==> src/hdl/rbs_pkg.sv <==
// ----------------------------------------------------------------------------
// rbs_pkg
// Shared types and constants for the radio burst scheduler.
// ----------------------------------------------------------------------------
package rbs_pkg;

    localparam int unsigned CFG_W    = 16;
    localparam int unsigned TIME_W   = 32;
    localparam int unsigned TMS_W    = 26;
    localparam int unsigned CFG_IDX_W = 3;

    localparam logic [1:0] OP_TIMER     = 2'd0;
    localparam logic [1:0] OP_LINK_UP   = 2'd1;
    localparam logic [1:0] OP_LINK_DOWN = 2'd2;

    localparam logic [1:0] PH_IDLE = 2'd0;
    localparam logic [1:0] PH_ADV  = 2'd1;
    localparam logic [1:0] PH_SCAN = 2'd2;
    localparam logic [1:0] PH_WAIT = 2'd3;

    localparam logic [2:0] CMD_NONE       = 3'd0;
    localparam logic [2:0] CMD_START_SCAN = 3'd1;
    localparam logic [2:0] CMD_START_ADV  = 3'd2;
    localparam logic [2:0] CMD_STOP_SCAN  = 3'd3;
    localparam logic [2:0] CMD_STOP_ADV   = 3'd4;

    localparam logic [CFG_IDX_W-1:0] REG_ADV_INTERVAL  = 3'd0;
    localparam logic [CFG_IDX_W-1:0] REG_SCAN_INTERVAL = 3'd1;
    localparam logic [CFG_IDX_W-1:0] REG_ADV_BURST     = 3'd2;
    localparam logic [CFG_IDX_W-1:0] REG_SCAN_BURST    = 3'd3;
    localparam logic [CFG_IDX_W-1:0] REG_SETTLE        = 3'd4;
    localparam logic [CFG_IDX_W-1:0] REG_RETRY         = 3'd5;
    localparam logic [CFG_IDX_W-1:0] REG_MIN_SLEEP     = 3'd6;

    localparam logic [CFG_W-1:0] RST_ADV_INTERVAL  = 16'd5;
    localparam logic [CFG_W-1:0] RST_SCAN_INTERVAL = 16'd15;
    localparam logic [CFG_W-1:0] RST_ADV_BURST     = 16'd250;
    localparam logic [CFG_W-1:0] RST_SCAN_BURST    = 16'd500;
    localparam logic [CFG_W-1:0] RST_SETTLE        = 16'd100;
    localparam logic [CFG_W-1:0] RST_RETRY         = 16'd1000;
    localparam logic [CFG_W-1:0] RST_MIN_SLEEP     = 16'd100;

    localparam logic [9:0] MS_PER_S = 10'd1000;

    typedef struct packed {
        logic [1:0]        op;
        logic [TIME_W-1:0] now_s;
        logic              radio_ok;
        logic              link_ok;
    } in_word_t;

    typedef struct packed {
        logic [2:0]       command;
        logic             arm_timer;
        logic [TMS_W-1:0] timer_ms;
        logic             clear_table;
        logic [1:0]       phase_now;
    } out_word_t;

    typedef struct packed {
        logic [CFG_W-1:0] adv_interval_s;
        logic [CFG_W-1:0] scan_interval_s;
        logic [CFG_W-1:0] adv_burst_ms;
        logic [CFG_W-1:0] scan_burst_ms;
        logic [CFG_W-1:0] settle_ms;
        logic [CFG_W-1:0] retry_ms;
        logic [CFG_W-1:0] min_sleep_ms;
    } cfg_t;

    typedef struct packed {
        logic [1:0]        phase;
        logic              linked;
        logic              expiry_pending;
        logic [TIME_W-1:0] last_adv_time;
        logic [TIME_W-1:0] last_scan_time;
    } sched_state_t;

endpackage

==> src/hdl/radio_burst_scheduler.sv <==
// ----------------------------------------------------------------------------
// radio_burst_scheduler
// Scan/advertise burst scheduler driven by timer and link events.
// The decision is one registered pass from the input to the output register.
// Throughput: one event word per cycle while the output is not stalled.
// Reset: async active low; registers return to defaults, phase idle, times 0.
// ----------------------------------------------------------------------------
module radio_burst_scheduler
    import rbs_pkg::*;
(
    input  logic                 clk,
    input  logic                 rst_n,
    input  logic                 cfg_we,
    input  logic [CFG_IDX_W-1:0] cfg_index,
    input  logic [CFG_W-1:0]     cfg_data,
    input  logic                 in_valid,
    output logic                 in_stall,
    input  in_word_t             in_word,
    output logic                 out_valid,
    input  logic                 out_stall,
    output out_word_t            out_word
);

    cfg_t         cfg;
    sched_state_t st_reg;
    sched_state_t st_next;
    out_word_t    res;
    logic         in_valid_reg;
    logic         in_valid_next;
    in_word_t     in_word_reg;
    logic         out_valid_reg;
    logic         out_valid_next;
    out_word_t    out_word_reg;
    logic         advance;
    logic         accept;

    rbs_cfg_regs u_cfg (
        .clk       (clk),
        .rst_n     (rst_n),
        .cfg_we    (cfg_we),
        .cfg_index (cfg_index),
        .cfg_data  (cfg_data),
        .cfg       (cfg)
    );

    rbs_decide u_decide (
        .item    (in_word_reg),
        .st      (st_reg),
        .cfg     (cfg),
        .st_next (st_next),
        .res     (res)
    );

    assign advance  = in_valid_reg && (!out_valid_reg || !out_stall);
    assign in_stall = in_valid_reg && !advance;
    assign accept   = in_valid && !in_stall;

    always_comb
    begin
        in_valid_next = in_valid_reg;
        if (accept)
            in_valid_next = 1'b1;
        else if (advance)
            in_valid_next = 1'b0;

        out_valid_next = out_valid_reg;
        if (advance)
            out_valid_next = 1'b1;
        else if (!out_stall)
            out_valid_next = 1'b0;
    end

    always_ff @(posedge clk or negedge rst_n)
    begin
        if (!rst_n)
        begin
            in_valid_reg  <= 1'b0;
            out_valid_reg <= 1'b0;
            st_reg        <= '{phase: PH_IDLE, linked: 1'b0, expiry_pending: 1'b0,
                               last_adv_time: '0, last_scan_time: '0};
        end
        else
        begin
            in_valid_reg  <= in_valid_next;
            out_valid_reg <= out_valid_next;
            if (advance)
                st_reg <= st_next;
        end
    end

    always_ff @(posedge clk)
    begin
        if (accept)
            in_word_reg <= in_word;
        if (advance)
            out_word_reg <= res;
    end

    assign out_valid = out_valid_reg;
    assign out_word  = out_word_reg;

    a_timer_zero: assert property (@(posedge clk) disable iff (!rst_n)
        out_valid |-> (out_word.arm_timer || out_word.timer_ms == '0))
        else $error("timer_ms nonzero without arm");

    a_clear_scan: assert property (@(posedge clk) disable iff (!rst_n)
        out_valid && out_word.clear_table |-> out_word.command == CMD_START_SCAN)
        else $error("table clear without scan start");

    a_stop_wait: assert property (@(posedge clk) disable iff (!rst_n)
        out_valid && out_word.arm_timer &&
        (out_word.command == CMD_STOP_SCAN || out_word.command == CMD_STOP_ADV)
        |-> out_word.phase_now == PH_WAIT)
        else $error("settle timer armed outside waiting phase");

    a_stall_cause: assert property (@(posedge clk) disable iff (!rst_n)
        in_stall |-> out_valid && out_stall)
        else $error("input stalled while output free");

endmodule

==> src/hdl/rbs_cfg_regs.sv <==
// ----------------------------------------------------------------------------
// rbs_cfg_regs
// Configuration register file, written through a plain write port.
// ----------------------------------------------------------------------------
module rbs_cfg_regs
    import rbs_pkg::*;
(
    input  logic                 clk,
    input  logic                 rst_n,
    input  logic                 cfg_we,
    input  logic [CFG_IDX_W-1:0] cfg_index,
    input  logic [CFG_W-1:0]     cfg_data,
    output cfg_t                 cfg
);

    cfg_t cfg_reg;
    cfg_t cfg_next;

    always_comb
    begin
        cfg_next = cfg_reg;
        if (cfg_we)
        begin
            unique case (cfg_index)
                REG_ADV_INTERVAL:  cfg_next.adv_interval_s  = cfg_data;
                REG_SCAN_INTERVAL: cfg_next.scan_interval_s = cfg_data;
                REG_ADV_BURST:     cfg_next.adv_burst_ms    = cfg_data;
                REG_SCAN_BURST:    cfg_next.scan_burst_ms   = cfg_data;
                REG_SETTLE:        cfg_next.settle_ms       = cfg_data;
                REG_RETRY:         cfg_next.retry_ms        = cfg_data;
                REG_MIN_SLEEP:     cfg_next.min_sleep_ms    = cfg_data;
                default:           cfg_next = cfg_reg;
            endcase
        end
    end

    always_ff @(posedge clk or negedge rst_n)
    begin
        if (!rst_n)
        begin
            cfg_reg.adv_interval_s  <= RST_ADV_INTERVAL;
            cfg_reg.scan_interval_s <= RST_SCAN_INTERVAL;
            cfg_reg.adv_burst_ms    <= RST_ADV_BURST;
            cfg_reg.scan_burst_ms   <= RST_SCAN_BURST;
            cfg_reg.settle_ms       <= RST_SETTLE;
            cfg_reg.retry_ms        <= RST_RETRY;
            cfg_reg.min_sleep_ms    <= RST_MIN_SLEEP;
        end
        else
        begin
            cfg_reg <= cfg_next;
        end
    end

    assign cfg = cfg_reg;

endmodule

==> src/hdl/rbs_decide.sv <==
// ----------------------------------------------------------------------------
// rbs_decide
// Next-state and result logic for one event word.
// ----------------------------------------------------------------------------
module rbs_decide
    import rbs_pkg::*;
(
    input  in_word_t     item,
    input  sched_state_t st,
    input  cfg_t         cfg,
    output sched_state_t st_next,
    output out_word_t    res
);

    logic              run;
    logic [1:0]        ph_dec;
    logic [TIME_W-1:0] since_a;
    logic [TIME_W-1:0] since_s;
    logic [TIME_W-1:0] ival_a;
    logic [TIME_W-1:0] ival_s;
    logic              adv_due;
    logic              scan_ready;
    logic [CFG_W-1:0]  rem_a;
    logic [CFG_W-1:0]  rem_s;
    logic [CFG_W-1:0]  rem_min;
    logic [TMS_W-1:0]  sleep_ms;
    logic [TMS_W-1:0]  min_sleep;

    assign ival_a    = {16'd0, cfg.adv_interval_s};
    assign ival_s    = {16'd0, cfg.scan_interval_s};
    assign min_sleep = {10'd0, cfg.min_sleep_ms};

    always_comb
    begin
        st_next = st;
        res     = '0;
        run     = 1'b0;
        ph_dec  = st.phase;
        since_a = item.now_s - st.last_adv_time;
        since_s = item.now_s - st.last_scan_time;

        case (item.op)
            OP_TIMER:
            begin
                st_next.expiry_pending = 1'b1;
                run = !st.linked;
            end
            OP_LINK_UP:
            begin
                if (item.link_ok)
                begin
                    st_next.linked = 1'b1;
                    if (st.phase == PH_ADV)
                    begin
                        res.command = CMD_STOP_ADV;
                        if (item.radio_ok)
                            st_next.phase = PH_WAIT;
                    end
                    else if (st.phase == PH_SCAN)
                    begin
                        res.command = CMD_STOP_SCAN;
                        if (item.radio_ok)
                            st_next.phase = PH_WAIT;
                    end
                end
            end
            OP_LINK_DOWN:
            begin
                st_next.linked         = 1'b0;
                st_next.phase          = PH_IDLE;
                st_next.last_adv_time  = item.now_s - ival_a;
                st_next.last_scan_time = item.now_s - ival_s;
                ph_dec  = PH_IDLE;
                since_a = ival_a;
                since_s = ival_s;
                run     = st.expiry_pending;
            end
            default:
            begin
                run = 1'b0;
            end
        endcase

        adv_due    = (item.now_s != '0) && (since_a >= ival_a);
        scan_ready = (item.now_s != '0) && (since_s >= ival_s);
        rem_a    = (since_a >= ival_a) ? '0 : cfg.adv_interval_s - since_a[CFG_W-1:0];
        rem_s    = (since_s >= ival_s) ? '0 : cfg.scan_interval_s - since_s[CFG_W-1:0];
        rem_min  = (rem_a < rem_s) ? rem_a : rem_s;
        sleep_ms = {10'd0, rem_min} * {16'd0, MS_PER_S};
        if (sleep_ms < min_sleep)
            sleep_ms = min_sleep;

        if (run)
        begin
            st_next.expiry_pending = 1'b0;
            if (ph_dec == PH_SCAN)
            begin
                res.command = CMD_STOP_SCAN;
                if (item.radio_ok)
                begin
                    st_next.phase          = PH_WAIT;
                    st_next.last_scan_time = item.now_s;
                    res.arm_timer          = 1'b1;
                    res.timer_ms           = {10'd0, cfg.settle_ms};
                end
            end
            else if (ph_dec == PH_ADV)
            begin
                res.command = CMD_STOP_ADV;
                if (item.radio_ok)
                begin
                    st_next.phase         = PH_WAIT;
                    st_next.last_adv_time = item.now_s;
                    res.arm_timer         = 1'b1;
                    res.timer_ms          = {10'd0, cfg.settle_ms};
                end
            end
            else if (scan_ready && ph_dec == PH_IDLE)
            begin
                res.command     = CMD_START_SCAN;
                res.clear_table = 1'b1;
                res.arm_timer   = 1'b1;
                if (item.radio_ok)
                begin
                    st_next.phase = PH_SCAN;
                    res.timer_ms  = {10'd0, cfg.scan_burst_ms};
                end
                else
                begin
                    res.timer_ms  = {10'd0, cfg.retry_ms};
                end
            end
            else if (adv_due && ph_dec == PH_IDLE)
            begin
                res.command   = CMD_START_ADV;
                res.arm_timer = 1'b1;
                if (item.radio_ok)
                begin
                    st_next.phase = PH_ADV;
                    res.timer_ms  = {10'd0, cfg.adv_burst_ms};
                end
                else
                begin
                    res.timer_ms  = {10'd0, cfg.retry_ms};
                end
            end
            else
            begin
                st_next.phase = PH_IDLE;
                res.arm_timer = 1'b1;
                res.timer_ms  = sleep_ms;
            end
        end

        res.phase_now = st_next.phase;
    end

endmodule
==> config.mk <==
export PLATFORM = sky130hd
export DESIGN_NAME = radio_burst_scheduler
export DESIGN_NICKNAME = d
export VERILOG_FILES = /design/src/hdl/rbs_pkg.sv /design/src/hdl/radio_burst_scheduler.sv /design/src/hdl/rbs_cfg_regs.sv /design/src/hdl/rbs_decide.sv
export SDC_FILE = /design/constraint.sdc
export NUM_CORES = 1
export LEC_CHECK = 0
export ABC_AREA = 1
export BUFFER_PORTS_ARGS = -buffer_cell sky130_fd_sc_hd__buf_4
export CAP_MARGIN = 40
export CORE_ASPECT_RATIO = 0.7
export CORE_UTILIZATION = 45
export CTS_CLUSTER_SIZE = 16
export DETAILED_ROUTE_END_ITERATION = 10
export PLACE_DENSITY = 0.63
export REMOVE_ABC_BUFFERS = 1
export SLEW_MARGIN = 40
export SYNTH_ARGS = -nofsm -noshare
export SYNTH_HDL_FRONTEND = slang
export SYNTH_SLANG_ARGS = --single-unit
==> constraint.sdc <==
create_clock -name clk -period 16.55 [get_ports clk]
set_input_delay 3.31 -clock clk [delete_from_list [all_inputs] [get_ports clk]]
set_output_delay 3.31 -clock clk [all_outputs]
set_load 0.1 [all_outputs]
==> impl_metrics.json, run 1 <==
{
  "ys.warnings.count": 0,
  "crit_path_frequent_cell": "sky130_fd_sc_hd__nand2_1",
  "hold_depth": 2,
  "grt_antenna_before_repair": 2,
  "post-synth-top-area-cell": "sky130_fd_sc_hd__dfrtp_1",
  "htree_levels": 1,
  "routed-via-count": 22700,
  "layout.cells.non_filler": 4227,
  "crit_start": "in_word_reg[34]$_DFFE_PP_",
  "yosys_most_used_dff": "sky130_fd_sc_hd__dfrtp_1",
  "ctsResizeCount": 0,
  "synthXorXnorAreaFrac": 0.0230,
  "worst_clock_skew_ps": 24.1,
  "cts-buffers-inserted": 28,
  "transition_time_of_the_tightest_slew_check_pin_ps": 843,
  "crit_path_start_kind": "flip-flop",
  "min_from": "u_cfg.cfg[64]$_DFFE_PN0P_",
  "largest_register_ff_count": 112,
  "number_of_core_rows": 70,
  "synth_area_leaders": "sky130_fd_sc_hd__dfrtp_1 16%, sky130_fd_sc_hd__nand2_1 14%, sky130_fd_sc_hd__ha_1 13%, sky130_fd_sc_hd__inv_1 9.9%, sky130_fd_sc_hd__edfxtp_1 8.6%",
  "clk_root_buffer_cell": "sky130_fd_sc_hd__clkbuf_16",
  "timing.slew.headroom": 0.437,
  "timing.final.setup_violations": 0,
  "cts_hold_buffers": 0,
  "initial_core_util": 0.457,
  "synth_compound_area_frac": 0.172,
  "max_cap_violations": 0,
  "die_w_um": 278,
  "yosys-top-cells-count": "894 x sky130_fd_sc_hd__nand2_1, 631 x sky130_fd_sc_hd__inv_1, 299 x sky130_fd_sc_hd__o21ai_0, 245 x sky130_fd_sc_hd__a21oi_1, 241 x sky130_fd_sc_hd__ha_1",
  "wirelength_um": 75500,
  "place.gp.congestion": 0.947,
  "cts_max_path_buffers": 3,
  "power.density_cell_area_mw_per_mm2": 141,
  "pre_cts_ws_ps": 4400,
  "place.port_buffers": 94,
  "synth_top_area_share": 0.159,
  "synth-edff-count": 69,
  "worstReg2RegStart": "in_word_reg[34]$_DFFE_PP_",
  "critPathKind": "reg -> reg",
  "grt_util_all_layers": 0.276,
  "finalHoldViolations": 0,
  "synthSimpleGateAreaFrac": 0.235,
  "worst_flop_to_flop_path_endpoint": "out_word[17]$_SDFFCE_PN0P_",
  "grt_start_max_net_pins": 86,
  "yosys.area_share.adder": 0.175,
  "critical_path_arrival_ps": 12900,
  "clock_sink_count": 251,
  "critical-path-max-stage-delay_ps": 630,
  "destination_of_the_worst_hold_path": "u_cfg.cfg[64]$_DFFE_PN0P_",
  "min-delay-path-class": "reg -> reg",
  "crit_path_max_delay_cell_type": "sky130_fd_sc_hd__o21ai_0",
  "gate_count_of_the_mapped_netlist": 3465,
  "core_mm2": 0.0525,
  "route.detailed.vias_per_inst": 5.37,
  "ys_ff_latch": 251,
  "synth.yosys.seq_area_share": 0.278,
  "tritoncts": "done",
  "antenna_violating_nets_post_route": 0,
  "cp.required_ps": 16980,
  "cell_area_after_synthesis_mm2": 0.0240,
  "dp.cells": 4173,
  "synthArstFlopShare": 0.725,
  "share_of_the_cycle_needed_by_the_critical_path_after_routing": 0.753,
  "final_layout_size_suffix_gt1_frac": 0.0745,
  "crit_fanout": 74,
  "dieArea_mm2": 0.0542,
  "vias_in_the_first_global_route": 20400,
  "design.final.nets": 3880,
  "largest_family_of_logic_cells_by_synthesized_area": "simple AND/OR/NAND/NOR gates",
  "detailedRoute.firstIterationViolations": 2529,
  "synth.mux.area_fraction": 0,
  "synth.distinct_cells": 57,
  "clkLatencyLatePin_ps": 610,
  "final_critical_path_setup_slack_ps": 4090,
  "post_cts.repair.setup_buffers": 0,
  "syn_area_per_cell_um2": 6.92,
  "layout.filler_cells": 5301,
  "worst_setup_hold_path_clk_slew_ps": 70,
  "drc_errors_left": 0,
  "irDropWorstVdd_mv": 0.0986,
  "slew_viol_final": 0,
  "power.leakage_uw": 0.0137,
  "achievable-frequency_mhz": 80.2,
  "reg2reg_slack_ps": 4090,
  "worstRegToRegCells": 58,
  "grt_first_pass_wirelength_um": 118000,
  "run_status": "finished clean",
  "chipHeight_um": 195,
  "period_minus_slack_ps": 12460,
  "routed_wl_per_cell_um": 17.9,
  "drt_pass1_iterations": 6,
  "design.portCount": 95,
  "grt-ovfl-total": 0,
  "setup_tns_ps": 0,
  "power.total_uw": 3720,
  "worstSetupEndpointType": "flip-flop",
  "rsz0062_at_grt": "false",
  "synth.most_common_cell": "sky130_fd_sc_hd__nand2_1",
  "area_delta_synth_final_pct": 9.86,
  "hpwl_um": 58400,
  "timing.hold.ws_ps": 486
}
## worst max-delay path by stage
stage,to,slack [ps],cells past startpoint
after global routing,out_word[17]$_SDFFCE_PN0P_,3070,56
after global placement,out_word[13]$_SDFFCE_PN0P_,3990,60
after CTS,out_word[13]$_SDFFCE_PN0P_,4330,61
after detailed placement,out_word[13]$_SDFFCE_PN0P_,4400,61
after floorplan,out_word[13]$_SDFFCE_PN0P_,4180,56
final,out_word[17]$_SDFFCE_PN0P_,4090,58
## area by class of cell
type / count / area [um2] / area share
multi-input combinational: 2475 / 14600 / 0.553
sequential: 251 / 6660 / 0.253
inverter: 647 / 2440 / 0.0925
timing repair buffer: 117 / 912 / 0.0346
tap: 684 / 856 / 0.0325
clock buffer: 35 / 737 / 0.0280
clock inverter: 17 / 181 / 0.00689
antenna: 1 / 2.50 / 0.0000950
## cells by family (layout without fill, tap and decap cells)
group,count (synthesis),count (layout)
other,0,1
DFF,251,251
xor gates and xnor gates,63,63
adders and majority gates,300,300
AOI/OAI and AO/OA,729,729
and+or+nand+nor,1383,1383
buffers and inverters,739,816
## power breakdown
group	switching [uW]	leakage [uW]	total, uW	internal (uW)
registers	94.7	0.00278	894	799
logic	1470	0.0105	2180	713
clock network	294	0.000441	646	352
total	1860	0.0137	3720	1860
## layout by cell type (no fill, tap or decap), types with 27 or more instances in the layout
cell	count
sky130_fd_sc_hd__xnor2_1	27
sky130_fd_sc_hd__a22oi_1	37
sky130_fd_sc_hd__dfrtp_1	152
sky130_fd_sc_hd__nor3_1	30
sky130_fd_sc_hd__dfstp_2	30
sky130_fd_sc_hd__a21oi_1	245
sky130_fd_sc_hd__inv_1	629
sky130_fd_sc_hd__clkbuf_16	28
sky130_fd_sc_hd__xor2_1	36
sky130_fd_sc_hd__o21ai_0	296
sky130_fd_sc_hd__buf_4	111
sky130_fd_sc_hd__nand3_1	158
sky130_fd_sc_hd__nor2_1	226
sky130_fd_sc_hd__nand2_1	888
sky130_fd_sc_hd__ha_1	240
sky130_fd_sc_hd__edfxtp_1	69
sky130_fd_sc_hd__a31oi_1	28
sky130_fd_sc_hd__fa_1	59
## through the flow
stage | cell area (um2) | utilization
finish | 26300 | 0.502
global route | 26300 | 0.502
CTS | 26300 | 0.502
detailed placement | 25400 | 0.484
global placement | 25400 | 0.483
floorplan | 23600 | -
## per-layer routing
layer,global-route usage,wire length (um),up-vias,share of wire
met2,0.363,28400,838,0.38
met4,0.0483,1280,0,0.017
met1,0.446,38300,10400,0.51
li1,-,-,11300,-
met5,0,0,-,0
met3,0.0684,7510,78,0.099
## worst max-delay path: cells and delay by family (launching register included)
| kind | cells | cell delay [ps] |
|---|---|---|
| compound gates | 13 | 3390 |
| xor+xnor | 2 | 360 |
| fa+ha+maj | 8 | 3110 |
| buf+inv | 11 | 1800 |
| flops | 1 | 390 |
| simple gates | 24 | 3200 |
(Power assumes the default switching activity.)
==> inputs of run 2 (changes only) <==
- clock period: 16.55 -> 11.9 ns (I/O delays scaled with it)
==> run 2 against run 1 <==
Against the previous run: critical path depth is 3 lower; die area is the same; setup slack worse by 3300 ps; clock skew increased by 0.96 ps; fmax rose by 12%; first-iteration DRC count is essentially flat; sequential power grew 39%; critical endpoint is now out_word[18]$_SDFFCE_PN0P_; highest routed layer is now met5.
==> impl_metrics.json, run 2 (synthesis results as in run 1) <==
{
  "run_status": "finished clean",
  "worstSetupEndpointType": "flip-flop",
  "place.port_buffers": 94,
  "min-delay-path-class": "reg -> reg",
  "antenna_violating_nets_post_route": 0,
  "wirelength_um": 78100,
  "finalHoldViolations": 0,
  "clock_sink_count": 251,
  "post_cts.repair.setup_buffers": 0,
  "layout.cells.non_filler": 4252,
  "design.final.nets": 3901,
  "crit_fanout": 22,
  "worst_clock_skew_ps": 25.1,
  "detailedRoute.firstIterationViolations": 2527,
  "power.density_cell_area_mw_per_mm2": 197,
  "clk_root_buffer_cell": "sky130_fd_sc_hd__clkbuf_16",
  "period_minus_slack_ps": 11150,
  "die_w_um": 278,
  "achievable-frequency_mhz": 89.7,
  "dp.cells": 4192,
  "power.total_uw": 5260,
  "place.gp.congestion": 0.998,
  "cts-buffers-inserted": 30,
  "route.detailed.vias_per_inst": 5.43,
  "critical-path-max-stage-delay_ps": 520,
  "grt_start_max_net_pins": 84,
  "design.portCount": 95,
  "grt_antenna_before_repair": 3,
  "mostFrequentLayoutCells": "884 x sky130_fd_sc_hd__nand2_1, 628 x sky130_fd_sc_hd__inv_1, 290 x sky130_fd_sc_hd__o21ai_0, 244 x sky130_fd_sc_hd__a21oi_1, 240 x sky130_fd_sc_hd__ha_1",
  "share_of_the_cycle_needed_by_the_critical_path_after_routing": 0.937,
  "routed_wl_per_cell_um": 18.4,
  "htree_levels": 1,
  "chipHeight_um": 195,
  "max_cap_violations": 0,
  "area_delta_synth_final_pct": 11.4,
  "most_common_cell_after_layout_fill_and_taps_aside": "sky130_fd_sc_hd__nand2_1",
  "layout.filler_cells": 5336,
  "power.leakage_uw": 0.0139,
  "cp.required_ps": 12250,
  "drc_errors_left": 0,
  "hpwl_um": 60600,
  "cts_hold_buffers": 0,
  "slew_viol_final": 0,
  "cts_max_path_buffers": 3,
  "core_mm2": 0.0525,
  "crit_path_start_kind": "flip-flop",
  "largest_register_ff_count": 112,
  "critPathKind": "reg -> reg",
  "grt-ovfl-total": 0,
  "routed-via-count": 23100,
  "rsz0062_at_grt": "false",
  "final_layout_size_suffix_gt1_frac": 0.0853,
  "vias_in_the_first_global_route": 20500,
  "crit_path_max_delay_cell_type": "sky130_fd_sc_hd__o21ai_1",
  "number_of_core_rows": 70,
  "critical_path_arrival_ps": 11500,
  "final_core_utilization": 0.509,
  "tritoncts": "done",
  "worst_setup_hold_path_clk_slew_ps": 70,
  "clkLatencyLatePin_ps": 610,
  "grt_first_pass_wirelength_um": 120000,
  "timing.final.setup_violations": 0,
  "drt_pass1_iterations": 6,
  "timing.slew.headroom": 0.259,
  "dieArea_mm2": 0.0542,
  "initial_core_util": 0.457,
  "transition_time_of_the_tightest_slew_check_pin_ps": 1100,
  "irDropWorstVdd_mv": 0.134,
  "grt_util_all_layers": 0.285
}
-- run 2: worst max-delay path, delay by kind of cell, from the launching register on --
family | cells | cell delay [ps]
AOI/OAI and AO/OA | 19 | 3510
xor gates and xnor gates | 3 | 780
adders and majority gates | 10 | 3710
buffers and inverters | 10 | 1190
DFF | 1 | 450
and+or+nand+nor | 13 | 1210
-- run 2: area by class of cell --
| class | count | area, um2 | area share |
|---|---|---|---|
| multi-input cells | 2475 | 14700 | 0.550 |
| flip-flops and latches | 251 | 6660 | 0.249 |
| inverters | 647 | 2440 | 0.0915 |
| repair buffers | 136 | 1040 | 0.0389 |
| well taps | 684 | 856 | 0.0320 |
| clock buffers | 38 | 832 | 0.0311 |
| clock inverters | 18 | 189 | 0.00707 |
| diodes | 3 | 7.51 | 0.000281 |
-- run 2: where the power goes --
group          total (uW)  leakage [uW]  switching, uW  internal (uW)
Combinational        3050        0.0106           2050           1010
Clock                 972      0.000490            428            544
Sequential           1240       0.00278            128           1110
Total                5260        0.0139           2600           2660
-- run 2: final timing paths --
kind                                            from                    endpoint  slack, ps  depth (start not counted)
min                        u_cfg.cfg[17]$_DFFE_PN0P_   u_cfg.cfg[17]$_DFFE_PN0P_        490                          2
max in group asynchronous                      rst_n      st_reg[51]$_DFFE_PN0P_       8400                          3
min reg2reg                u_cfg.cfg[17]$_DFFE_PN0P_   u_cfg.cfg[17]$_DFFE_PN0P_        490                          2
max                         in_word_reg[2]$_DFFE_PP_  out_word[18]$_SDFFCE_PN0P_        750                         55
max reg2reg                 in_word_reg[2]$_DFFE_PP_  out_word[18]$_SDFFCE_PN0P_        750                         55
min in group asynchronous                      rst_n   u_cfg.cfg[32]$_DFFE_PN0P_       1790                          1
-- run 2: through the flow --
step / TNS (ps) / setup WS [ps] / hold slack (ps) / area (um2)
3_3_place_gp: 0 / 465 / 466 / 25500
2_1_floorplan: -7930 / -472 / 453 / 23600
6_report: 0 / 748 / 486 / 26700
5_1_grt: 0 / 59.8 / 494 / 26700
3_5_place_dp: 0 / 367 / 474 / 25500
4_1_cts: 0 / 277 / 489 / 26600
-- run 2: repair_timing --
action | CTS | global route
gates resized for setup | 0 | 37
setup endpoints to repair | 0 | 24
hold endpoints to repair | 0 | 0
-- run 2: routing by layer --
layer / global-route usage / part of all wire / vias to the layer above
met4: 0.0581 / 0.020 / 4
li1: - / - / 11400
met5: 0.0106 / 0.00090 / -
met3: 0.0804 / 0.11 / 86
met2: 0.365 / 0.37 / 972
met1: 0.457 / 0.50 / 10700
